==> config.mk <==
export PLATFORM = sky130hd
export DESIGN_NAME = rss_queue
export DESIGN_NICKNAME = d
export VERILOG_FILES = /design/src/rss_pkg.sv /design/src/rss_queue.sv
export SDC_FILE = /design/constraint.sdc
export NUM_CORES = 1
export LEC_CHECK = 0
export BUFFER_PORTS_ARGS = -buffer_cell sky130_fd_sc_hd__buf_2
export CAP_MARGIN = 10
export CORE_MARGIN = 1
export CORE_UTILIZATION = 45
export DETAILED_ROUTE_END_ITERATION = 12
export PLACE_DENSITY = 0.83
export SETUP_SLACK_MARGIN = 0.4
export SYNTH_ARGS = -nofsm -noshare
export SYNTH_HDL_FRONTEND = slang
export SYNTH_SLANG_ARGS = --single-unit
==> constraint.sdc <==
create_clock -name clock -period 1.89 [get_ports clock]
set_input_delay 0.0945 -clock clock [delete_from_list [all_inputs] [get_ports clock]]
set_output_delay 0.0945 -clock clock [all_outputs]
set_load 0.05 [all_outputs]
==> src/rss_pkg.sv <==
package rss_pkg;

   localparam int WORD_W         = 24;
   localparam int THRESH_W       = 25;
   localparam int COUNT_W        = 9;
   localparam int STATUS_W       = 2;
   localparam int BIT_SHIFT      = 6;
   localparam int WORD_INDEX_W   = WORD_W - BIT_SHIFT;
   localparam int STEP_W         = $clog2(WORD_W);
   localparam int CSR_INDEX_W    = 2;
   localparam int CSR_DATA_W     = THRESH_W;
   localparam int MAX_WEIGHT_DEF = 256;
   localparam int QUEUE_DEPTH    = 2;

   localparam logic [CSR_INDEX_W-1:0] CSR_VECTOR_LENGTH       = 2'd0;
   localparam logic [CSR_INDEX_W-1:0] CSR_REJECTION_THRESHOLD = 2'd1;
   localparam logic [CSR_INDEX_W-1:0] CSR_SET_WEIGHT          = 2'd2;

   localparam logic [WORD_W-1:0]   VECTOR_LENGTH_RST       = 24'd57637;
   localparam logic [THRESH_W-1:0] REJECTION_THRESHOLD_RST = 25'd16768705;
   localparam logic [COUNT_W-1:0]  SET_WEIGHT_RST          = 9'd131;

   localparam logic [STATUS_W-1:0] STATUS_REJECTED  = 2'd0;
   localparam logic [STATUS_W-1:0] STATUS_DUPLICATE = 2'd1;
   localparam logic [STATUS_W-1:0] STATUS_NEW       = 2'd2;

   typedef struct packed {
      logic              rejected;
      logic [WORD_W-1:0] position;
   } cand_type;

   typedef enum logic [1:0] {
      FR_IDLE,
      FR_REDUCE,
      FR_PUSH
   } front_state_type;

   typedef enum logic [1:0] {
      BK_IDLE,
      BK_SCAN,
      BK_DONE
   } back_state_type;

endpackage

==> src/rss_queue.sv <==
module rss_queue import rss_pkg::*; (
   input  logic     clock,
   input  logic     reset,
   input  logic     push,
   input  cand_type push_item,
   output logic     full,
   input  logic     pop,
   output cand_type pop_item,
   output logic     empty
);

   localparam int PTR_W = (QUEUE_DEPTH > 1) ? $clog2(QUEUE_DEPTH) : 1;
   localparam int CNT_W = $clog2(QUEUE_DEPTH + 1);

   cand_type           entries_ff [QUEUE_DEPTH];
   logic [PTR_W-1:0]   wr_ptr_ff, wr_ptr_in;
   logic [PTR_W-1:0]   rd_ptr_ff, rd_ptr_in;
   logic [CNT_W-1:0]   fill_ff, fill_in;

   assign full     = fill_ff == CNT_W'(QUEUE_DEPTH);
   assign empty    = fill_ff == '0;
   assign pop_item = entries_ff[rd_ptr_ff];

   always_comb begin
      wr_ptr_in = wr_ptr_ff;
      rd_ptr_in = rd_ptr_ff;
      fill_in   = fill_ff;
      if (push) begin
         wr_ptr_in = wr_ptr_ff + 1'b1;
      end
      if (pop) begin
         rd_ptr_in = rd_ptr_ff + 1'b1;
      end
      if (push && !pop) begin
         fill_in = fill_ff + 1'b1;
      end else if (pop && !push) begin
         fill_in = fill_ff - 1'b1;
      end
   end

   always_ff @(posedge clock) begin
      if (reset) begin
         wr_ptr_ff <= '0;
         rd_ptr_ff <= '0;
         fill_ff   <= '0;
      end else begin
         wr_ptr_ff <= wr_ptr_in;
         rd_ptr_ff <= rd_ptr_in;
         fill_ff   <= fill_in;
      end
      if (push) begin
         entries_ff[wr_ptr_ff] <= push_item;
      end
   end

endmodule

After elaboration in Yosys (flattened, before gate mapping)
Memory sizes are Yosys's and may differ from the RTL's. A register that Yosys moved wholly into a read port is not among the register bits.
Index checks and enable logic that the tools add are counted.

operators by class
  add/subtract/negate cells = 4
  reduce and logical (&&, ||, !) cells = 6
  mux-type cells = 6
  equal/unequal tests = 1

operator list
  cell                   count
  $mux W1                4
  $mux W2                2
  $add A1 B1 Y1 const B  2
  $add A2 B1 Y2 const B  1
  $eq A2 B2 Y1 const B   1
  $logic_and A1 B1 Y1    2
  $logic_not A1 Y1       2
  $logic_not A2 Y1       1
  $reduce_bool A2 Y1     1
  $sub A2 B1 Y2 const B  1

word-level totals
  output and inout bits = 27
  input bits = 29
  memories = 1
  register bits after elaboration = 4
  logic and storage cells = 21
  memory bits (writable) = 50

memory list
  name        words  width  read ports  clocked after Yosys merged registers in  wr ports  line             text
  entries_ff  2      25     1           1                                        1         rss_queue.sv:15  cand_type entries_ff [QUEUE_DEPTH];

Longest topological paths before layout
  depth after elaboration = 4
  depth in mapped cells = 5
  gate-level depth less buffers = 5

Worst setup path before layout
OpenSTA, ideal clock, no wires.

  path type = flip-flop to flip-flop
  from = reg wr_ptr_ff
  to = mem entries_ff[0][0] in the netlist's numbering (enable)
  buffers on the path = 0
  required time = 1480 ps
  period minus slack after synthesis = 1870 ps
  setup time = 410 ps
  path slack = 20 ps
  cell stages (with the launch flop) = 2
  arrival time = 1460 ps
  cells stage by stage = dfxtp_1 nor2b_1

RTL lines
  element                 line             text
  from (decl)             rss_queue.sv:16  logic [PTR_W-1:0] wr_ptr_ff, wr_ptr_in;
  from (signal assigned)  rss_queue.sv:47  wr_ptr_ff <= wr_ptr_in;
  to (decl)               rss_queue.sv:15

Straight into the memory's write port.

==> run metrics <==
outcome=finished, final reports clean; power share of the combinational group=a little over a fifth; number of remaining DRC errors=0; Avg Inst Size Synth=20.1 um^2; DP HPWL=2300 um; hold endpoint=wr_ptr_ff; cell taking the most area after synthesis=edfxtp_1; Worst R2R Path Depth=2; multi-input logic area=388 um^2; share of layout cells above drive strength 1=49.7%; Slew headroom=78.1%; Leakage Power=between 1 and 1.5 nW; period utilization=77.2%; Core Box Area=4140 um^2; Fillers=281; max-slew violation count=0; Critical Path Max Stage Delay=0.39 ns; IO Count=between 50 and 60; CTS tree=yes; Max VDD drop=0.895 mV; Placement Rows=23; final setup TNS=0 ns; FF+latch area=1610 um^2; Cell Area, Synth=2010 um^2; Setup WS post-layout=0.431 ns; DRT iter0 DRCs=62; port buffer count=55; crit-path cells=buf_8, mux2_2, buf_4; total wire length=between 3000 and 4000 um; CP endpoint kind=output port; Hold Crit Depth=3; Clock Skews=about 0.011 ns; ant diodes=0; effective utilization at floorplan=48.5%; DP Worst Slack=0.680 ns; ANT nets after route=0; Area contributors post-synth=edfxtp_1, mux2_2, dfxtp_1, nor2_1, xnor2_1; largest net degree at the start of global routing=26; final hold slack=0.0954 ns; Total GRT Usage=16.4%; initial antenna violation count=0; Max Cap Viol=0; first-pass GRT wire length=5150 um; P per Cell Area=approximately 1000 nW/um^2; hold_sp=push; CTS Buffer Depth=2; Synth top area share=about 75%; Clk Latency, worst-skew pair=0.31 ns; Hold Crit Class=in -> reg; vias in the first global route=approximately 1200; vias per cell=around 4.8; setup violators final=0; Final GP Congestion=around 0.63; Gate Count Post-Synth=100; P_sw=approximately 0.75 mW; Switching Share=25.7%; clock root cell=clkbuf_8; die area=4740 um^2; post-synthesis sequential area ratio=79.7%; drt first pass iters=4; FF-to-FF setup slack=approximately 0.73 ns; worst-path cell with the longest stage delay=dfxtp_4; Post-CTS Setup Inserts=0; post-synth cell types=16; Critical Path AT=between 1 and 1.5 ns; FF-to-FF End=entries_ff[1][5]; nets=between 200 and 250; total CTS buffers=5; r2r startpoint=wr_ptr_ff; clock power share=29.8%; GR Overflow Total=0; die height=68.8 um; Slew @ Worst Pin=0.329 ns; syn_nets=130; yosys warns=0; Reg clk slew, reported paths=0.08 ns; Die Width=68.8 um; unrepaired setup endpoints after global routing=yes; Final Critical Period=~1.5 ns; CP required=around 1.8 ns; vias post-DR=between 1000 and 1500; Layout Area Growth over Synthesis=42.7%; WL per Instance=~15 um; Sequential Power Share=49.1%; CTS sink cnt=55; Max Fclk=between 600 and 700 MHz; crit path max fanout=10; Final Hold Fails=0; cell-internal power=2.18 mW; FF+latch count, synth=55; H-tree Lvls=2; worst setup path class=reg -> out; CP startpoint kind=register
cells in the mapped netlist:
library cell / number
xor2_1: 2
and2b_2: 1
edfxtp_1: 50
buf_4: 2
xnor2_1: 2
inv_1: 1
or3_1: 1
buf_2: 1
mux2_2: 25
o21ai_0: 1
ha_1: 1
a21oi_1: 1
dfxtp_1: 5
and2_1: 1
nor2b_1: 1
nor2_1: 5
kinds of logic (layout without fill, tap and decap cells):
group	count (synthesis)	in the layout	synth area share, %
compound gates	2	2	0.497
xor+xnor	4	4	1.74
fa+ha+maj	1	1	0.622
buf+inv	4	95	1.18
flops	55	55	79.7
mux	25	25	14.0
simple gates	9	9	2.30
area by class of cell:
type	count	area share [%]
Clock buffer	6	2.53
Clock inverter	2	2.09
Inverter	1	0.131
Multi-Input combinational cell	41	13.5
Sequential cell	55	56.0
Tap cell	50	2.18
Timing Repair Buffer	86	23.6
placed cells by master (no fill, tap or decap), types with 2 or more instances in the layout:
| master | n |
|---|---|
| buf_2 | 30 |
| buf_6 | 9 |
| mux2_2 | 25 |
| buf_4 | 20 |
| dlygate4sd3_1 | 26 |
| xnor2_1 | 2 |
| dfxtp_1 | 4 |
| clkbuf_8 | 5 |
| xor2_1 | 2 |
| nor2_1 | 5 |
| edfxtp_1 | 50 |
| bufinv_16 | 2 |
power groups by stage:
stage	sequential (mW)	combinational [mW]	clock [mW]
finish	1.44	0.617	0.876
floorplan	1.46	0.391	0
detailed placement	1.47	0.516	0
CTS	1.44	0.589	0.893
global placement	1.46	0.503	0
global route	1.45	0.649	0.938
critical path: cells and delay by family (launching register included):
family | cells | cell delay, ns
DFF | 1 | 0.39
muxes | 1 | 0.34
buffers and inverters | 2 | 0.34
through the flow:
stage               power [mW]  util, %  instance area (um^2)  instances
finish                    2.93     69.2                  2870        241
CTS                       2.92     67.8                  2810        241
global placement          1.96     57.0                  2360        206
floorplan                 1.85        -                  2010        100
detailed placement        1.98     57.0                  2360        206
global route              3.04     69.2                  2870        241
flip-flops by register name, indices dropped and copies added, names as in the netlist, named ones only:
signal,cells
entries_ff,50
rd_ptr_ff,1
fill_ff,2
wr_ptr_ff,1
metal layers:
layer	vias to the layer above	part of all wire, %	track usage, %
met5	-	0	0
met4	0	1.1	6.89
met3	6	6.7	6.25
met2	45	51	29.9
met1	558	41	16.5
li1	557	-	-
repair_timing:
| action | in CTS | in global routing |
|---|---|---|
| gates cloned | 1 | 0 |
| hold buffers | 26 | 0 |
| gates resized for setup | 20 | 30 |
| setup endpoints to repair | 25 | 25 |
| endpoints found under the hold margin | 53 | 0 |
worst max path at each step:
stage               depth (start not counted)          endpoint       from
detailed placement                          3       pop_item[6]   register
floorplan                                   1  entries_ff[0][0]  wr_ptr_ff
CTS                                         3      pop_item[14]   register
finish                                      3      pop_item[15]   register
global route                                3       pop_item[4]   register
global placement                            3       pop_item[6]   register
Note: power is estimated with default switching activity, not from simulation.
