## config.mk

```make
export PLATFORM = sky130hd
export DESIGN_NAME = rss_front
export DESIGN_NICKNAME = d
export VERILOG_FILES = /design/src/rss_pkg.sv /design/src/rss_front.sv
export SDC_FILE = /design/constraint.sdc
export NUM_CORES = 1
export LEC_CHECK = 0
export ABC_AREA = 1
export ABC_CLOCK_PERIOD_IN_PS = 2800
export BUFFER_PORTS_ARGS = -buffer_cell sky130_fd_sc_hd__buf_2
export CORE_ASPECT_RATIO = 0.9
export CORE_MARGIN = 5
export CORE_UTILIZATION = 55
export DETAILED_ROUTE_END_ITERATION = 7
export PLACE_DENSITY = 0.8
export SYNTH_ARGS = -nofsm -noshare
export SYNTH_HDL_FRONTEND = slang
export SYNTH_SLANG_ARGS = --single-unit
```

## constraint.sdc

```tcl
create_clock -name clock -period 2.8 [get_ports clock]
set_input_delay 0.14 -clock clock [delete_from_list [all_inputs] [get_ports clock]]
set_output_delay 0.14 -clock clock [all_outputs]
set_load 0.01 [all_outputs]
```

## src/rss_pkg.sv

```systemverilog
package rss_pkg;

   localparam int WORD_W         = 24;
   localparam int THRESH_W       = 25;
   localparam int COUNT_W        = 9;
   localparam int STATUS_W       = 2;
   localparam int BIT_SHIFT      = 6;
   localparam int WORD_INDEX_W   = WORD_W - BIT_SHIFT;
   localparam int STEP_W         = $clog2(WORD_W);
   localparam int CSR_INDEX_W    = 2;
   localparam int CSR_DATA_W     = THRESH_W;
   localparam int MAX_WEIGHT_DEF = 256;
   localparam int QUEUE_DEPTH    = 2;

   localparam logic [CSR_INDEX_W-1:0] CSR_VECTOR_LENGTH       = 2'd0;
   localparam logic [CSR_INDEX_W-1:0] CSR_REJECTION_THRESHOLD = 2'd1;
   localparam logic [CSR_INDEX_W-1:0] CSR_SET_WEIGHT          = 2'd2;

   localparam logic [WORD_W-1:0]   VECTOR_LENGTH_RST       = 24'd57637;
   localparam logic [THRESH_W-1:0] REJECTION_THRESHOLD_RST = 25'd16768705;
   localparam logic [COUNT_W-1:0]  SET_WEIGHT_RST          = 9'd131;

   localparam logic [STATUS_W-1:0] STATUS_REJECTED  = 2'd0;
   localparam logic [STATUS_W-1:0] STATUS_DUPLICATE = 2'd1;
   localparam logic [STATUS_W-1:0] STATUS_NEW       = 2'd2;

   typedef struct packed {
      logic              rejected;
      logic [WORD_W-1:0] position;
   } cand_type;

   typedef enum logic [1:0] {
      FR_IDLE,
      FR_REDUCE,
      FR_PUSH
   } front_state_type;

   typedef enum logic [1:0] {
      BK_IDLE,
      BK_SCAN,
      BK_DONE
   } back_state_type;

endpackage

```

## src/rss_front.sv

```systemverilog
module rss_front import rss_pkg::*; (
   input  logic                clock,
   input  logic                reset,
   input  logic                req_valid,
   output logic                req_stall,
   input  logic [WORD_W-1:0]   req_random_word,
   input  logic [WORD_W-1:0]   vector_length,
   input  logic [THRESH_W-1:0] rejection_threshold,
   input  logic                q_full,
   output logic                q_push,
   output cand_type            q_item
);

   front_state_type   state_ff, state_in;
   logic [WORD_W-1:0] word_ff, word_in;
   logic [WORD_W-1:0] rem_ff, rem_in;
   logic [STEP_W-1:0] step_ff, step_in;

   logic            accept;
   logic            rejected;
   logic            no_reduce;
   logic [WORD_W:0] trial;
   logic [WORD_W:0] modulus;
   logic [WORD_W:0] diff;
   logic            last_step;

   assign accept    = req_valid && !req_stall;
   assign rejected  = {1'b0, req_random_word} >= rejection_threshold;
   assign no_reduce = vector_length == '0;
   assign trial     = {rem_ff, word_ff[WORD_W-1]};
   assign modulus   = {1'b0, vector_length};
   assign diff      = trial - modulus;
   assign last_step = step_ff == STEP_W'(WORD_W - 1);

   // next state
   always_comb begin
      state_in = state_ff;
      case (state_ff)
         FR_IDLE: begin
            if (accept && !rejected && !no_reduce) begin
               state_in = FR_REDUCE;
            end
         end
         FR_REDUCE: begin
            if (last_step) begin
               state_in = FR_PUSH;
            end
         end
         FR_PUSH: begin
            if (!q_full) begin
               state_in = FR_IDLE;
            end
         end
         default: state_in = FR_IDLE;
      endcase
   end

   // outputs
   always_comb begin
      req_stall       = 1'b1;
      q_push          = 1'b0;
      q_item.rejected = 1'b0;
      q_item.position = rem_ff;
      case (state_ff)
         FR_IDLE: begin
            req_stall = q_full;
            q_push    = accept && (rejected || no_reduce);
            if (rejected) begin
               q_item.rejected = 1'b1;
               q_item.position = '0;
            end else begin
               q_item.position = req_random_word;
            end
         end
         FR_REDUCE: begin
            req_stall = 1'b1;
         end
         FR_PUSH: begin
            q_push = !q_full;
         end
         default: req_stall = 1'b1;
      endcase
   end

   // bit-serial restoring remainder
   always_comb begin
      word_in = word_ff;
      rem_in  = rem_ff;
      step_in = step_ff;
      if (state_ff == FR_IDLE && accept) begin
         word_in = req_random_word;
         rem_in  = '0;
         step_in = '0;
      end else if (state_ff == FR_REDUCE) begin
         word_in = {word_ff[WORD_W-2:0], 1'b0};
         rem_in  = (trial >= modulus) ? diff[WORD_W-1:0] : trial[WORD_W-1:0];
         step_in = step_ff + 1'b1;
      end
   end

   always_ff @(posedge clock) begin
      if (reset) begin
         state_ff <= FR_IDLE;
      end else begin
         state_ff <= state_in;
      end
      word_ff <= word_in;
      rem_ff  <= rem_in;
      step_ff <= step_in;
   end

endmodule

```

# After elaboration in Yosys (flattened, before gate mapping)
# Index checks and enable logic that the tools add are counted.
[classes]
addsub = 2
order_cmp = 2
eq_ne = 6
muxes = 12
n_reduce_logical = 14
[op_table]
columns = ["cell", "count"]
rows = [
  ["two-way mux 24 bit", 4],
  [">= comparator 24 x 25 -> 1 bit", 1],
  [">= comparator 25 x 24 -> 1 bit", 1],
  ["two-way mux 25 bit", 1],
  ["logical NOT 24 bit", 1],
  ["subtractor 24 bit", 1],
  ["two-way mux 2 bit", 3],
  ["!= test 2 bit (second input constant)", 3],
  ["case mux 2 bit (3 select lines)", 1],
  ["adder 5 x 1 -> 5 bit (second input constant)", 1],
  ["== test 5 bit (second input constant)", 1],
  ["logical AND 1 bit", 5],
  ["logical NOT 1 bit", 4],
  ["AND reduction 3 bit", 1],
  ["== test 2 x 1 -> 1 bit (second input constant)", 1],
  ["== test 2 bit (second input constant)", 1],
  ["logical NOT 2 bit", 1],
  ["two-way mux 1 bit", 2],
  ["case mux 1 bit (2 select lines)", 1],
  ["nonzero test 2 bit", 1],
  ["logical OR 1 bit", 1],
]
[word_totals]
register_bits = 55
input_bits = 77
output_inout_bits = 27
wordCells = 40

# Depth between registers and ports, before layout
[depth]
depth_word = 8
depth_mapped = 15
ltp_nobuf = 15

# Worst setup path after synthesis
# Ideal clock, no wire load.
[synth_path]
path_kind = "reg2reg"
start = "reg word_ff[23]"
end = "reg rem_ff[16]"
setup_ps = 114
t_arrival_ps = 1897
required_time_ps = 2686
path_slack_ps = 789
path_stages_with_launch = 13
n_path_buf = 0
period_less_slack_ps = 2011
cell_sequence = "edfxtp_1 > inv_1 > ha_1 > fa_1 > o21ai_2 > inv_1 > nor2_1 > nor2_1 > o21ai_0 > xnor2_1 > nand2_1 > nand3_1 > nand2_1"
[synth_between]
elab_chain_len = 2
word_cells_on_any_way = 3
classes_between = "add/sub: 1; order compare: 1; mux: 1"
[synth_rtl]
columns = ["element", "line", "rtl"]
rows = [
  ["start, declared", "rss_front.sv:15", "logic [WORD_W-1:0] word_ff, word_in;"],
  ["start signal, assigned", "rss_front.sv:107", "word_ff <= word_in;"],
  ["subtractor 24 bit / >= comparator 25 x 24 -> 1 bit (equally long branches)", "rss_front.sv:32, rss_front.sv:96", ""],
  ["two-way mux 24 bit (*)", "rss_front.sv:96", "rem_in = (trial >= modulus) ? diff[WORD_W-1:0] : trial[WORD_W-1:0];"],
  ["end signal, assigned", "rss_front.sv:108", "rem_ff <= rem_in;"],
  ["end, declared", "rss_front.sv:16", "logic [WORD_W-1:0] rem_ff, rem_in;"],
]
# Mark *: on every way between the ends. The rest lies on a longest branch, timed or not.
# A chain may end at the register's enable or synchronous reset.

# Worst setup path in the final report
[layout_path]
start = "reg rem_ff[16]"
end = "reg rem_ff[21]"
[layout_between]
elab_chain_len = 2
word_cells_on_any_way = 3
classes_between = "add/sub: 1; order compare: 1; mux: 1"
[layout_rtl]
columns = ["element", "line"]
rows = [
  ["subtractor 24 bit / >= comparator 25 x 24 -> 1 bit (equally long branches)", "rss_front.sv:32, rss_front.sv:96"],
  ["two-way mux 24 bit (*)", "rss_front.sv:96"],
]
# Marked as above.

==> reports/metrics.cfg <==
[route]
wl_per_cell_um = 15.19
avgViaCountPerCell = 5.516
wirelength_mm = 15.16
drtIter0Drc = 494
drt_pass1_iterations = 5
drt.antenna.violating_nets = 0
route.detailed.drc = 0
vias = 5505

[synth]
synth.avg_cell_area_um2 = 6.413
async_flop_share = 0
seq_area_frac_synth = 0.2675
ys_ff_latch = 55
synth_cell_types = 37
dominantRegCellSynth = dfxtp_1
syn_area_um2 = 5015
synth_fp_nets = 909
ys_warn_count = 0
synth_edf_count = 24
syn_inst = 782

[setup_path]
regToRegStartpoint = rem_ff[16]
cp_slowest_cell = ha_1
r2r_end = rem_ff[21]
cp_max_fo = 37
worstPathRequired_ns = 3.02
cpPeakStageDelay_ns = 0.40
reg2reg_depth = 10
rrSetupSlack_ns = 0.28
critical_path.endpoint_type = flop
crit_arrival_ns = 2.74
critical_path_class = flop to flop
start_kind = flop
critical_path.cell_chain = ha_1 > nand2_1 > nor2_1 > inv_1 > nor2_1 > nand3_2 > nand3_4 > nand3_1 > nand3_1 > nand2_1

[clock_network]
cts_inserted_buffers = 5
clockBufferDepth = 2
postCtsSetupBuffers = 0
cts_hold_buf = 0
post_cts_resized = 0
clock_sinks = 55
cts_tree = built
path_clk_slew_ns = 0.10
clk_latency_ns = 0.31
htreeDepth = 2
root_buffer = clkbuf_8

[global_route]
overflow = 0
grt_pass1_wl_mm = 24.37
grt_use_total = 0.2646
antenna_found_initial = 0
grt_max_degree = 39
grt_pass1_vias = 5218

[placed_design]
place.gp.congestion = 0.9410
dpl_cell_area_um2 = 5622
dpl.hpwl_mm = 12.21
io_buffers = 103
placed_cells = 990

[final_layout]
area_growth_pct = 13.90
drive_gt1_frac = 0.1484
instances_no_fill = 998
multi_input_area_um2 = 3132
final_nets = 1002
register_area_um2 = 1341
fillerInstances = 863
final_area_um2 = 5712
n_antenna_cell = 0

[outcome]
outcome = finished, final reports clean

[floorplanning]
die-area_um2 = 11130
ioPinCount = 104
die_w_um = 110.7
core_area_um2 = 9001
initial_core_util = 0.5571
fp.dieH_um = 100.6
row_count = 33

[timing]
finalClockSkew_ns = 0.008022
finalSetupViolCount = 0
rsz0062_at_grt = no
hold_viol_final = 0
fin_crit_sh = 0.9005
worst_pin_slew_ns = 0.5816
whs_ns = 0.02093
slew_headroom = 0.6072
setup_tns_ns = 0
clock.fmax_mhz = 396.6
finalCriticalPeriod_ns = 2.521
slew_violations = 0

[min_path]
hold_path_end = state_ff[1]
hp-class = primary input to flop
min_path_cells = 2
worstHoldStart = reset

[power]
total_power_w = 0.002065
ir_drop_uv = 224.9
p_leak_nw = 3.030
p_per_area_nw_per_um2 = 361.6

[flow_run]
cap_violations = 0

cell type report:
class,instances,area share
multi-input combinational,590,0.5483
sequential,55,0.2348
timing repair buffer,111,0.1008
inverter,112,0.07360
tap,122,0.02673
clock buffer,7,0.01512
clock inverter,1,0.0006572
registers in the layout, summed over array words and instances (netlist names):
register,count
step_ff,5
rem_ff,24
state_ff,2
word_ff,24
synthesized netlist by cell type, types with 2 or more instances:
cell type / n / area, um^2
ha_1: 49 / 613.1
o21ai_0: 37 / 185.2
o21ai_2: 3 / 26.28
buf_6: 3 / 33.78
a22oi_1: 2 / 15.01
o21ai_1: 16 / 80.08
xor2_1: 5 / 43.79
o21a_1: 3 / 22.52
nand2_1: 240 / 900.9
dfxtp_1: 31 / 620.6
nor2_1: 68 / 255.2
nand4_1: 16 / 100.1
nand3_2: 2 / 20.02
clkbuf_1: 15 / 56.30
inv_1: 111 / 416.7
xnor2_1: 9 / 78.83
a21oi_1: 36 / 180.2
a21o_1: 7 / 52.55
nand3_1: 68 / 340.3
nor4_1: 3 / 18.77
buf_2: 6 / 30.03
edfxtp_1: 24 / 720.7
nor3_1: 14 / 70.07
power by group:
group / internal, W / switching [W]
Sequential: 0.000916 / 0.0000397
Clock: 0.000199 / 0.000259
Combinational: 0.000241 / 0.000411
Total: 0.00136 / 0.000709
worst max-delay path by stage:
stage                     start    endpoint  slack [ns]
global placement     rem_ff[16]  rem_ff[21]        0.32
finish               rem_ff[16]  rem_ff[21]        0.28
floorplan           word_ff[23]  rem_ff[16]        0.79
detailed placement    rem_ff[1]  rem_ff[21]        0.32
global route         rem_ff[16]  rem_ff[21]        0.04
CTS                   rem_ff[1]  rem_ff[21]        0.31
logic make-up (layout without fill, tap and decap cells):
kind of cell / count (synthesis) / count (layout) / share of synthesized area
buffers and inverters: 137 / 231 / 0.1085
DFF: 55 / 55 / 0.2675
AOI/OAI and AO/OA: 110 / 110 / 0.1233
adders and majority gates: 50 / 50 / 0.1262
xor gates and xnor gates: 14 / 14 / 0.02445
and+or+nand+nor: 416 / 416 / 0.3501
layout by cell type (no fill, tap or decap), types with 2 or more instances in the layout:
master	instances
nand2_1	240
inv_1	111
buf_2	103
nand3_1	68
nor2_1	67
ha_1	49
o21ai_0	37
a21oi_1	36
dfxtp_1	31
edfxtp_1	24
nand4_1	16
o21ai_1	16
nor3_1	14
xnor2_1	9
buf_4	8
a21o_1	7
clkbuf_8	6
xor2_1	5
o21a_1	3
nor4_1	3
o21ai_2	3
nor2_2	2
nand3_2	2
a22oi_1	2
critical path, delay by kind of cell (launching register included):
family | cells | cell delay, ns
fa+ha+maj | 1 | 0.40
buf+inv | 1 | 0.09
flops | 1 | 0.37
simple gates | 8 | 1.56
through the flow:
step           setup slack, ns  utilization
6_report                0.2786       0.6346
5_1_grt                0.03948       0.6346
4_1_cts                 0.3052       0.6346
3_5_place_dp            0.3168       0.6245
3_3_place_gp            0.3152       0.6245
2_1_floorplan           0.7895            -
routing by layer:
layer / vias to the layer above / global-route usage / part of all wire
li1: 2731 / - / -
met1: 2520 / 0.3558 / 0.44
met2: 230 / 0.4534 / 0.47
met3: 24 / 0.03481 / 0.073
met4: 0 / 0.06818 / 0.019
met5: - / 0 / 0
No activity file was read; power rests on OpenSTA's default activity.
